File: config.mk
export PLATFORM = sky130hd
export DESIGN_NAME = stereo_output_mix_clip_meter
export DESIGN_NICKNAME = d
export VERILOG_FILES = /design/src/hdl/smcm_pkg.sv /design/src/hdl/stereo_output_mix_clip_meter.sv
export SDC_FILE = /design/constraint.sdc
export NUM_CORES = 2
export LEC_CHECK = 0
export BUFFER_PORTS_ARGS = -buffer_cell sky130_fd_sc_hd__buf_2
export CAP_MARGIN = 20
export CORE_UTILIZATION = 50
export CTS_CLUSTER_SIZE = 10
export DETAILED_ROUTE_END_ITERATION = 7
export PLACE_DENSITY = 0.67
export SLEW_MARGIN = 40
export SYNTH_ARGS = -nofsm -noshare
export SYNTH_HDL_FRONTEND = slang
export SYNTH_SLANG_ARGS = --single-unit
File: constraint.sdc
create_clock -name clk_i -period 18.5 [get_ports clk_i]
set_input_delay 1.85 -clock clk_i [delete_from_list [all_inputs] [get_ports clk_i]]
set_output_delay 1.85 -clock clk_i [all_outputs]
set_load 0.005 [all_outputs]
File: src/hdl/smcm_pkg.sv
// ----------------------------------------------------------------------------
// smcm_pkg
// Types, constants and helpers for the stereo output mix, clip and level meter.
// ----------------------------------------------------------------------------
package smcm_pkg;

  localparam int SMP_W      = 20;
  localparam int CLK_W      = 16;
  localparam int OUT_W      = 16;
  localparam int GAIN_W     = 16;
  localparam int FRAC_W     = 12;

  localparam int FRAME_MAX  = 4096;
  localparam int CNT_W      = $clog2(FRAME_MAX + 1);

  localparam int MAG_W      = OUT_W + 1;
  localparam int SQ_W       = 2 * (MAG_W - 1) + 1;
  localparam int SUM_W      = SQ_W + $clog2(FRAME_MAX);

  localparam int MUL_A_W    = SMP_W + 1;
  localparam int MUL_B_W    = GAIN_W + 1;
  localparam int PROD_W     = MUL_A_W + MUL_B_W;
  localparam int SCL_W      = PROD_W - FRAC_W + 1;

  localparam int RAD_W      = SQ_W + 1;
  localparam int ROOT_W     = RAD_W / 2;
  localparam int SQRT_STEPS = RAD_W / 2;
  localparam int RMD_W      = (CNT_W > ROOT_W + 1) ? CNT_W : ROOT_W + 1;
  localparam int SUB_W      = RMD_W + 2;
  localparam int ITER_W     = $clog2(SUM_W);

  localparam logic [GAIN_W-1:0]       GAIN_RESET  = GAIN_W'(4096);
  localparam logic                    METER_RESET = 1'b1;
  localparam logic signed [OUT_W-1:0] OUT_MAX     = 16'sh7FFF;
  localparam logic signed [OUT_W-1:0] OUT_MIN     = 16'sh8000;

  typedef enum logic {
    CFG_OUTPUT_GAIN  = 1'b0,
    CFG_METER_ENABLE = 1'b1
  } cfg_idx_e;

  typedef enum logic [2:0] {
    ST_IDLE,
    ST_MUL_L,
    ST_MUL_R,
    ST_SQUARE,
    ST_ACCUM,
    ST_DIV,
    ST_SQRT,
    ST_DONE
  } seq_state_e;

  typedef struct packed {
    logic signed [SMP_W-1:0] in_left;
    logic signed [SMP_W-1:0] in_right;
    logic signed [CLK_W-1:0] click_sample;
    logic                    last_in_frame;
  } in_item_t;

  typedef struct packed {
    logic signed [OUT_W-1:0] out_left;
    logic signed [OUT_W-1:0] out_right;
    logic                    frame_done;
    logic [OUT_W-1:0]        frame_peak;
    logic [OUT_W-1:0]        frame_rms;
    logic                    frame_clipped;
  } out_item_t;

  function automatic logic signed [OUT_W-1:0] sat_chan(
    input logic signed [PROD_W-1:0] prod,
    input logic signed [CLK_W-1:0]  click
  );
    logic signed [PROD_W-FRAC_W-1:0] q;
    logic signed [SCL_W-1:0]         s;
    logic signed [OUT_W-1:0]         r;
    q = prod[PROD_W-1:FRAC_W];
    s = SCL_W'(q) + SCL_W'(click);
    if (s > SCL_W'(OUT_MAX)) begin
      r = OUT_MAX;
    end else if (s < SCL_W'(OUT_MIN)) begin
      r = OUT_MIN;
    end else begin
      r = s[OUT_W-1:0];
    end
    return r;
  endfunction

endpackage

File: src/hdl/stereo_output_mix_clip_meter.sv
// ----------------------------------------------------------------------------
// stereo_output_mix_clip_meter
// Output gain, click mix, Q1.15 saturation and per-frame peak/RMS/clip meter.
// ----------------------------------------------------------------------------
// Usage:
//   Input channel (in_valid_i/in_ready_o) carries one stereo sample pair, a
//   click sample and an end-of-frame mark. Output channel (out_valid_o/
//   out_ready_i) returns one item per input: both saturated channels and,
//   on the item that closes a frame, peak and (with metering on) RMS and clip flag.
//   Configuration writes (cfg_valid_i/cfg_ready_o) are taken every cycle;
//   index 0 is the Q4.12 output gain, index 1 the meter enable.
// Timing:
//   One shared multiplier handles left gain, right gain and the square in
//   turn; a sample that does not close a frame then passes the accumulate
//   step to the done state. A closing sample adds a one-bit-per-cycle long
//   division of the square sum by the sample count and a two-bit-per-cycle
//   square root on one shared subtractor. One item is in work at a time;
//   in_ready_o is high only between items, so a new item is taken only
//   once the previous one has left the done state.
// Reset clears the frame accumulators, sets unity gain and metering on.
// A stalled receiver holds the result in the output register; the next item
// may be accepted meanwhile but its result waits until the register frees.
// ----------------------------------------------------------------------------
module stereo_output_mix_clip_meter (
  input  logic                    clk_i,
  input  logic                    rst_ni,
  input  logic                    in_valid_i,
  output logic                    in_ready_o,
  input  smcm_pkg::in_item_t      in_item_i,
  output logic                    out_valid_o,
  input  logic                    out_ready_i,
  output smcm_pkg::out_item_t     out_item_o,
  input  logic                    cfg_valid_i,
  output logic                    cfg_ready_o,
  input  smcm_pkg::cfg_idx_e      cfg_index_i,
  input  logic [smcm_pkg::GAIN_W-1:0] cfg_data_i
);
  import smcm_pkg::*;

  seq_state_e state_q, state_d;

  logic [GAIN_W-1:0]       gain_q, gain_d;
  logic                    meter_q, meter_d;
  logic [OUT_W-1:0]        peak_q, peak_d;
  logic [SUM_W-1:0]        sum_q, sum_d;
  logic [CNT_W-1:0]        count_q, count_d;
  logic                    clip_q, clip_d;
  logic [ITER_W-1:0]       iter_q, iter_d;
  logic                    out_valid_q, out_valid_d;

  logic signed [SMP_W-1:0] left_q, left_d;
  logic signed [SMP_W-1:0] right_q, right_d;
  logic signed [CLK_W-1:0] click_q, click_d;
  logic                    last_q, last_d;
  logic signed [PROD_W-1:0] prod_q, prod_d;
  logic signed [OUT_W-1:0] ol_q, ol_d;
  logic signed [OUT_W-1:0] or_q, or_d;
  logic [RAD_W-1:0]        rad_q, rad_d;
  logic [ROOT_W-1:0]       root_q, root_d;
  logic [RMD_W-1:0]        rem_q, rem_d;
  out_item_t               out_q, out_d;

  logic signed [MUL_A_W-1:0] mul_a;
  logic signed [MUL_B_W-1:0] mul_b;
  logic [SUB_W-1:0]          sub_a, sub_b;
  logic [SUB_W:0]            sub_diff;
  logic                      sub_ge;
  logic [MAG_W-1:0]          mag_l;
  logic signed [OUT_W-1:0]   sat_val;
  logic                      in_fire, out_load, close_now, div_last, sqrt_last;

  assign in_ready_o  = (state_q == ST_IDLE);
  assign cfg_ready_o = 1'b1;
  assign out_valid_o = out_valid_q;
  assign out_item_o  = out_q;
  assign in_fire     = in_valid_i && in_ready_o;

  assign mag_l     = ol_q[OUT_W-1] ? (~MAG_W'(ol_q) + MAG_W'(1)) : MAG_W'(ol_q);
  assign sat_val   = sat_chan(prod_q, click_q);
  assign close_now = last_q || (count_q >= CNT_W'(FRAME_MAX));
  assign div_last  = (iter_q == ITER_W'(SUM_W - 1));
  assign sqrt_last = (iter_q == ITER_W'(SQRT_STEPS - 1));

  assign sub_diff = {1'b0, sub_a} - {1'b0, sub_b};
  assign sub_ge   = !sub_diff[SUB_W];

  always_comb begin
    state_d = state_q;
    case (state_q)
      ST_IDLE:   if (in_fire) state_d = ST_MUL_L;
      ST_MUL_L:  state_d = ST_MUL_R;
      ST_MUL_R:  state_d = ST_SQUARE;
      ST_SQUARE: state_d = ST_ACCUM;
      ST_ACCUM:  state_d = close_now ? ST_DIV : ST_DONE;
      ST_DIV:    if (div_last) state_d = ST_SQRT;
      ST_SQRT:   if (sqrt_last) state_d = ST_DONE;
      ST_DONE:   if (out_load) state_d = ST_IDLE;
      default:   state_d = ST_IDLE;
    endcase
  end

  always_comb begin
    mul_a    = MUL_A_W'(left_q);
    mul_b    = MUL_B_W'($signed({1'b0, gain_q}));
    sub_a    = SUB_W'({rem_q[CNT_W-1:0], sum_q[SUM_W-1]});
    sub_b    = SUB_W'(count_q);
    out_load = 1'b0;
    case (state_q)
      ST_MUL_R: begin
        mul_a = MUL_A_W'(right_q);
      end
      ST_SQUARE: begin
        mul_a = MUL_A_W'($signed({1'b0, mag_l}));
        mul_b = MUL_B_W'($signed(mag_l));
      end
      ST_SQRT: begin
        sub_a = SUB_W'({rem_q[ROOT_W:0], rad_q[RAD_W-1 -: 2]});
        sub_b = SUB_W'({root_q, 2'b01});
      end
      ST_DONE: begin
        out_load = !out_valid_q || out_ready_i;
      end
      default: begin
      end
    endcase
  end

  always_comb begin
    gain_d      = gain_q;
    meter_d     = meter_q;
    peak_d      = peak_q;
    sum_d       = sum_q;
    count_d     = count_q;
    clip_d      = clip_q;
    iter_d      = iter_q;
    left_d      = left_q;
    right_d     = right_q;
    click_d     = click_q;
    last_d      = last_q;
    prod_d      = prod_q;
    ol_d        = ol_q;
    or_d        = or_q;
    rad_d       = rad_q;
    root_d      = root_q;
    rem_d       = rem_q;
    out_d       = out_q;
    out_valid_d = out_valid_q && !out_ready_i;

    if (cfg_valid_i) begin
      case (cfg_index_i)
        CFG_OUTPUT_GAIN:  gain_d  = cfg_data_i;
        CFG_METER_ENABLE: meter_d = cfg_data_i[0];
        default: begin
        end
      endcase
    end

    case (state_q)
      ST_IDLE: begin
        if (in_fire) begin
          left_d  = in_item_i.in_left;
          right_d = in_item_i.in_right;
          click_d = in_item_i.click_sample;
          last_d  = in_item_i.last_in_frame;
        end
      end
      ST_MUL_L: begin
        prod_d = PROD_W'(mul_a * mul_b);
      end
      ST_MUL_R: begin
        ol_d   = sat_val;
        prod_d = PROD_W'(mul_a * mul_b);
      end
      ST_SQUARE: begin
        or_d    = sat_val;
        prod_d  = PROD_W'(mul_a * mul_b);
        count_d = count_q + CNT_W'(1);
        if (mag_l > MAG_W'(peak_q)) peak_d = mag_l[OUT_W-1:0];
        if (ol_q == OUT_MAX || ol_q == OUT_MIN || sat_val == OUT_MAX || sat_val == OUT_MIN) begin
          clip_d = 1'b1;
        end
      end
      ST_ACCUM: begin
        sum_d  = sum_q + SUM_W'(prod_q[SQ_W-1:0]);
        last_d = close_now;
        iter_d = '0;
        rem_d  = '0;
      end
      ST_DIV: begin
        sum_d  = {sum_q[SUM_W-2:0], sub_ge};
        rem_d  = sub_ge ? sub_diff[RMD_W-1:0] : sub_a[RMD_W-1:0];
        iter_d = iter_q + ITER_W'(1);
        if (div_last) begin
          rad_d  = RAD_W'(sum_d[SQ_W-1:0]);
          rem_d  = '0;
          root_d = '0;
          iter_d = '0;
        end
      end
      ST_SQRT: begin
        rad_d  = {rad_q[RAD_W-3:0], 2'b00};
        rem_d  = sub_ge ? sub_diff[RMD_W-1:0] : sub_a[RMD_W-1:0];
        root_d = {root_q[ROOT_W-2:0], sub_ge};
        iter_d = iter_q + ITER_W'(1);
      end
      ST_DONE: begin
        if (out_load) begin
          out_valid_d         = 1'b1;
          out_d.out_left      = ol_q;
          out_d.out_right     = or_q;
          out_d.frame_done    = last_q;
          out_d.frame_peak    = last_q ? peak_q : '0;
          out_d.frame_rms     = (last_q && meter_q) ? root_q[OUT_W-1:0] : '0;
          out_d.frame_clipped = last_q && meter_q && clip_q;
          if (last_q) begin
            peak_d  = '0;
            sum_d   = '0;
            count_d = '0;
            clip_d  = 1'b0;
          end
        end
      end
      default: begin
      end
    endcase
  end

  always_ff @(posedge clk_i or negedge rst_ni) begin
    if (!rst_ni) begin
      state_q     <= ST_IDLE;
      gain_q      <= GAIN_RESET;
      meter_q     <= METER_RESET;
      peak_q      <= '0;
      sum_q       <= '0;
      count_q     <= '0;
      clip_q      <= 1'b0;
      iter_q      <= '0;
      out_valid_q <= 1'b0;
    end else begin
      state_q     <= state_d;
      gain_q      <= gain_d;
      meter_q     <= meter_d;
      peak_q      <= peak_d;
      sum_q       <= sum_d;
      count_q     <= count_d;
      clip_q      <= clip_d;
      iter_q      <= iter_d;
      out_valid_q <= out_valid_d;
    end
  end

  always_ff @(posedge clk_i) begin
    left_q  <= left_d;
    right_q <= right_d;
    click_q <= click_d;
    last_q  <= last_d;
    prod_q  <= prod_d;
    ol_q    <= ol_d;
    or_q    <= or_d;
    rad_q   <= rad_d;
    root_q  <= root_d;
    rem_q   <= rem_d;
    out_q   <= out_d;
  end

`ifndef SYNTHESIS
  a_quiet_meters: assert property (@(posedge clk_i) disable iff (!rst_ni)
    out_valid_o && !out_item_o.frame_done |->
      out_item_o.frame_peak == '0 && out_item_o.frame_rms == '0 &&
      !out_item_o.frame_clipped)
    else $error("meter fields set on an item that does not close a frame");

  a_rms_le_peak: assert property (@(posedge clk_i) disable iff (!rst_ni)
    out_valid_o && out_item_o.frame_done |->
      out_item_o.frame_rms <= out_item_o.frame_peak)
    else $error("frame RMS above frame peak");

  a_count_bound: assert property (@(posedge clk_i) disable iff (!rst_ni)
    count_q <= CNT_W'(FRAME_MAX))
    else $error("sample count beyond frame limit");

  a_div_rem: assert property (@(posedge clk_i) disable iff (!rst_ni)
    state_q == ST_DIV |-> rem_q < RMD_W'(count_q) && count_q != '0)
    else $error("division remainder not below divisor");

  a_peak_bound: assert property (@(posedge clk_i) disable iff (!rst_ni)
    peak_q <= OUT_W'(32768))
    else $error("peak above full scale");
`endif

endmodule

==> results summary <==
The run finished with clean final reports. In the routed design, unresolved DRC markers number 0. The worst hold path belongs to the class flip-flop to flip-flop. Counting flops and latches in the post-synthesis netlist gives 364. The portion of the clock cycle consumed by the worst path in the final layout is 0.4843. The worst setup path is of the flip-flop to flip-flop kind. The count of input and output buffers is 146. The mapped netlist covers 32,070 um2. Ranked by total cell area, the synthesized netlist is headed by sky130_fd_sc_hd__edfxtp_1 (25%), sky130_fd_sc_hd__fa_1 (22%), sky130_fd_sc_hd__dfrtp_1 (7.8%), sky130_fd_sc_hd__ha_1 (7.5%), sky130_fd_sc_hd__inv_1 (5.6%).

The most instantiated flip-flop cell in the synthesis netlist is sky130_fd_sc_hd__edfxtp_1. The largest buffer count on any clock path came out at 3. The clock latency on the worst-skew pair is 0.60 ns. The area of the core is 63,200 um2. The routed wire length is 85,110 um. The worst setup path is launched from a flip-flop. The TritonCTS clock tree is done. At the worst endpoint, the arrival time is 9.27 ns.

The half-perimeter wire length after placement is 66,340 um. The clock tree root buffer cell is sky130_fd_sc_hd__clkbuf_16. In this design, the largest share of critical-path delay is due to adder cells. The max-cap check violation count came out at 0. Of the post-synthesis cell area, the dominant cell type holds 0.2454. The worst clock skew came out at 0.03215 ns. The number of buffers added by the clock tree synthesis step is 44. The area growth from synthesis to layout is 10.04%. The first-pass GRT wire length is 136,200 um. The overall global routing resource usage came out at 0.2728. The post-cts sizing count is 0. The mean instance size in the synthesized netlist came out at 9.797 um2. Global routing finished with a remaining overflow of 0.

Together, buffers and inverters on the worst path number 6. Clock-pin slew was measured on the worst setup and hold paths at 0.06 ns. The part of the Yosys area used for sequential elements came out at 0.3250.

The number of placed I/O pins is 148. The startpoint identified for the worst hold timing path is or_q[4]$_DFFE_PN_. The number of cells on the worst reg-to-reg path came out at 25. Entering global routing, the biggest net connects 62 pins. The count of cells along the worst hold path is 0. Setup slack on the worst reg-to-reg path comes out at 9.54 ns.

The max-slew violation total from the final report came out at 0. The number of iterations in the first detailed-routing pass came out at 5. The number of clock sinks came out at 364. The end point of the worst hold path is out_item_o[38]$_DFFE_PP_.

The actual transition at the worst max-transition pin came out at 0.7985 ns. The number of antenna violations at the first check in global routing was 2. The initialized floorplan defines 92 standard-cell rows.

The starting density of the core came out at 0.5074. The worst-path maximum fanout is 61. The share of synthesized registers carrying an async set or reset came out at 0.2802. At the end of the flow, the number of nets in the layout was 4,032. The die covers 65,150 um2. STA puts the critical path data required time at 18.81 ns. The share of post-route cells with drive strength above 1 is 0.09858. From left edge to right edge, the die measures 255.2 um. The average wire per standard cell is 19.82 um.

The final period demand of the worst path is 8.959 ns. After routing, the total negative slack on setup checks comes to 0 ns. Among all stages on the critical path, the largest delay is contributed by sky130_fd_sc_hd__a21boi_1. After filler insertion, the fill cell instance count of the layout stands at 5,558. In this run the critical register-to-register path is launched from state_q[2]$_DFFE_PN0P_.

The post-cts hold buffer count is 0. The congestion estimate from routability-driven global placement came to 0.9254. In this run the critical register-to-register path is captured at prod_q[33]$_DFFE_PP_. The total number of vias came out at 24,020. The count of inserted antenna diode cells is 0. The largest total area in the synthesized netlist belongs to sky130_fd_sc_hd__edfxtp_1. The hold violation total from the final report is 0. The number of flops mapped to enable cells by yosys is 262.

The DRC marker count from the first detailed-route iteration is 1,838. In this run the remaining antenna-violating nets after routing total 0. The die outline height is 255.2 um.

The average vias per placed instance came out at 5.592. The largest incremental delay on the critical path is 0.69 ns. The highest clock frequency the design can meet came out at 111.6 MHz. Setup repair after global routing left no endpoint under its margin. CTS built an H-tree with a depth of 2. The number of post-CTS setup repair buffers came out at 0. Setup violations remaining at the end of the flow were counted as 0. In the synthesized netlist, the number of instances is 3,273.

The worst setup path is captured at a flip-flop. The number of synthesis warnings came out at 0. The distinct cell type count after synthesis came out at 97. The relative slew slack is 0.4676. The via count of the first global-routing pass came to 24,390.
cells in the mapped netlist (9+ instances only):
cell	instances
sky130_fd_sc_hd__xor2_1	39
sky130_fd_sc_hd__o311ai_0	15
sky130_fd_sc_hd__nand3_1	41
sky130_fd_sc_hd__nand2_1	442
sky130_fd_sc_hd__a221oi_1	10
sky130_fd_sc_hd__nor2_1	279
sky130_fd_sc_hd__a22oi_1	10
sky130_fd_sc_hd__mux2i_1	21
sky130_fd_sc_hd__a211oi_1	25
sky130_fd_sc_hd__o31ai_1	10
sky130_fd_sc_hd__or2_2	11
sky130_fd_sc_hd__inv_1	480
sky130_fd_sc_hd__a21o_1	68
sky130_fd_sc_hd__and2_1	56
sky130_fd_sc_hd__clkbuf_1	96
sky130_fd_sc_hd__and3_1	43
sky130_fd_sc_hd__o21ai_1	18
sky130_fd_sc_hd__nand4_1	21
sky130_fd_sc_hd__mux2_2	17
sky130_fd_sc_hd__fa_1	349
sky130_fd_sc_hd__xnor2_1	70
sky130_fd_sc_hd__or3_1	14
sky130_fd_sc_hd__buf_1	9
sky130_fd_sc_hd__nor3_1	25
sky130_fd_sc_hd__a21oi_1	144
sky130_fd_sc_hd__a31oi_1	25
sky130_fd_sc_hd__ha_1	191
sky130_fd_sc_hd__nor2b_1	23
sky130_fd_sc_hd__dfrtp_1	100
sky130_fd_sc_hd__nand2b_1	24
sky130_fd_sc_hd__o21ai_0	118
sky130_fd_sc_hd__edfxtp_1	262
sky130_fd_sc_hd__o211ai_1	11
sky130_fd_sc_hd__o21a_1	43
registers in the layout (all words and copies together), names as in the netlist, 17 cells and up:
register	count
out_item_o	66
sum_q	45
prod_q	38
rad_q	34
left_q	20
right_q	20
rem_q	18
root_q	17
worst max path at each step:
stage / startpoint / to / slack, ns / cells past startpoint
after global placement: state_q[2]$_DFFE_PN0P_ / prod_q[25]$_DFFE_PP_ / 9.51 / 25
final: state_q[2]$_DFFE_PN0P_ / prod_q[33]$_DFFE_PP_ / 9.54 / 25
after detailed placement: state_q[2]$_DFFE_PN0P_ / prod_q[23]$_DFFE_PP_ / 9.34 / 25
after global routing: state_q[2]$_DFFE_PN0P_ / prod_q[33]$_DFFE_PP_ / 8.93 / 25
after CTS: state_q[2]$_DFFE_PN0P_ / prod_q[23]$_DFFE_PP_ / 9.28 / 25
after floorplan: ol_q[0]$_DFFE_PN_ / prod_q[23]$_DFFE_PP_ / 10.68 / 30
cells by family (layout without fill, tap and decap cells):
group,Yosys count,count (layout),synth area share
and+or+nand+nor,1025,1025,0.1437
buffers and inverters,598,755,0.07129
AOI/OAI and AO/OA,597,597,0.1250
muxes,38,38,0.01253
other,2,21,0.0002342
adders and majority gates,540,540,0.2924
xor gates and xnor gates,109,109,0.02977
DFF,364,364,0.3250
stage by stage:
step	util	area [um2]	std cells	setup slack [ns]	hold WS, ns
after global routing	0.5583	35280	4295	8.930	0.4226
after CTS	0.5578	35250	4294	9.277	0.4129
after global placement	0.5345	33780	4206	9.513	0.4020
after floorplan	-	32140	3292	10.68	0.4003
final	0.5583	35280	4295	9.541	0.4159
after detailed placement	0.5365	33900	4212	9.339	0.4045
cell type report:
| class | count | area, um2 | area share |
|---|---|---|---|
| Clock buffer | 74 | 1255 | 0.03557 |
| Clock inverter | 8 | 92.59 | 0.002624 |
| Inverter | 481 | 1805 | 0.05117 |
| Multi-Input combinational cell | 2330 | 19540 | 0.5538 |
| Sequential cell | 364 | 10420 | 0.2954 |
| Tap cell | 846 | 1059 | 0.03000 |
| Timing Repair Buffer | 192 | 1110 | 0.03145 |
per-layer routing:
metal	vias to the layer above	track usage	routed length, um	part of all wire
li1	11180	-	-	-
met1	11900	0.3532	34920	0.41
met2	761	0.4693	41910	0.49
met3	179	0.03498	5149	0.061
met4	4	0.09786	3096	0.036
met5	-	0	29	0.00034
cell usage in the layout (no fill, tap or decap), types with 9 or more instances in the layout:
cell / n
sky130_fd_sc_hd__a211oi_1: 25
sky130_fd_sc_hd__a21o_1: 68
sky130_fd_sc_hd__a21oi_1: 134
sky130_fd_sc_hd__a21oi_2: 11
sky130_fd_sc_hd__a221oi_1: 10
sky130_fd_sc_hd__a22oi_1: 10
sky130_fd_sc_hd__a31oi_1: 25
sky130_fd_sc_hd__and2_1: 55
sky130_fd_sc_hd__and3_1: 41
sky130_fd_sc_hd__buf_2: 145
sky130_fd_sc_hd__buf_4: 42
sky130_fd_sc_hd__clkbuf_1: 27
sky130_fd_sc_hd__clkbuf_16: 45
sky130_fd_sc_hd__conb_1: 21
sky130_fd_sc_hd__dfrtp_1: 100
sky130_fd_sc_hd__edfxtp_1: 262
sky130_fd_sc_hd__fa_1: 349
sky130_fd_sc_hd__ha_1: 191
sky130_fd_sc_hd__inv_1: 479
sky130_fd_sc_hd__mux2_2: 17
sky130_fd_sc_hd__mux2i_1: 21
sky130_fd_sc_hd__nand2_1: 442
sky130_fd_sc_hd__nand2b_1: 23
sky130_fd_sc_hd__nand3_1: 40
sky130_fd_sc_hd__nand4_1: 21
sky130_fd_sc_hd__nor2_1: 276
sky130_fd_sc_hd__nor2b_1: 23
sky130_fd_sc_hd__nor3_1: 25
sky130_fd_sc_hd__o211ai_1: 11
sky130_fd_sc_hd__o21a_1: 43
sky130_fd_sc_hd__o21ai_0: 115
sky130_fd_sc_hd__o21ai_1: 16
sky130_fd_sc_hd__o21ai_2: 12
sky130_fd_sc_hd__o311ai_0: 15
sky130_fd_sc_hd__o31ai_1: 9
sky130_fd_sc_hd__or2_2: 10
sky130_fd_sc_hd__or3_1: 14
sky130_fd_sc_hd__xnor2_1: 70
sky130_fd_sc_hd__xor2_1: 38
worst reg2reg max path, cell delays in order (launching register included):
cell                       delay, ns
sky130_fd_sc_hd__dfrtp_1        0.67
sky130_fd_sc_hd__nand2b_2       0.23
sky130_fd_sc_hd__buf_4          0.56
sky130_fd_sc_hd__or2_4          0.60
sky130_fd_sc_hd__inv_1          0.46
sky130_fd_sc_hd__a21boi_1       0.69
sky130_fd_sc_hd__nor2_1         0.16
sky130_fd_sc_hd__fa_1           0.56
sky130_fd_sc_hd__inv_1          0.05
sky130_fd_sc_hd__fa_1           0.53
sky130_fd_sc_hd__inv_1          0.04
sky130_fd_sc_hd__ha_1           0.16
sky130_fd_sc_hd__inv_1          0.06
sky130_fd_sc_hd__fa_1           0.43
sky130_fd_sc_hd__fa_1           0.50
sky130_fd_sc_hd__fa_1           0.49
sky130_fd_sc_hd__inv_1          0.04
sky130_fd_sc_hd__ha_1           0.22
sky130_fd_sc_hd__or3_1          0.43
sky130_fd_sc_hd__o31ai_1        0.44
sky130_fd_sc_hd__o21ai_0        0.27
sky130_fd_sc_hd__o211ai_1       0.29
sky130_fd_sc_hd__nand3_1        0.22
sky130_fd_sc_hd__a31oi_1        0.28
sky130_fd_sc_hd__o21ai_0        0.14
sky130_fd_sc_hd__xor2_1         0.16
Power is left out: the tool's default activity adds up to more than one toggle a clock period on the data nets, which glitch-free logic cannot reach.
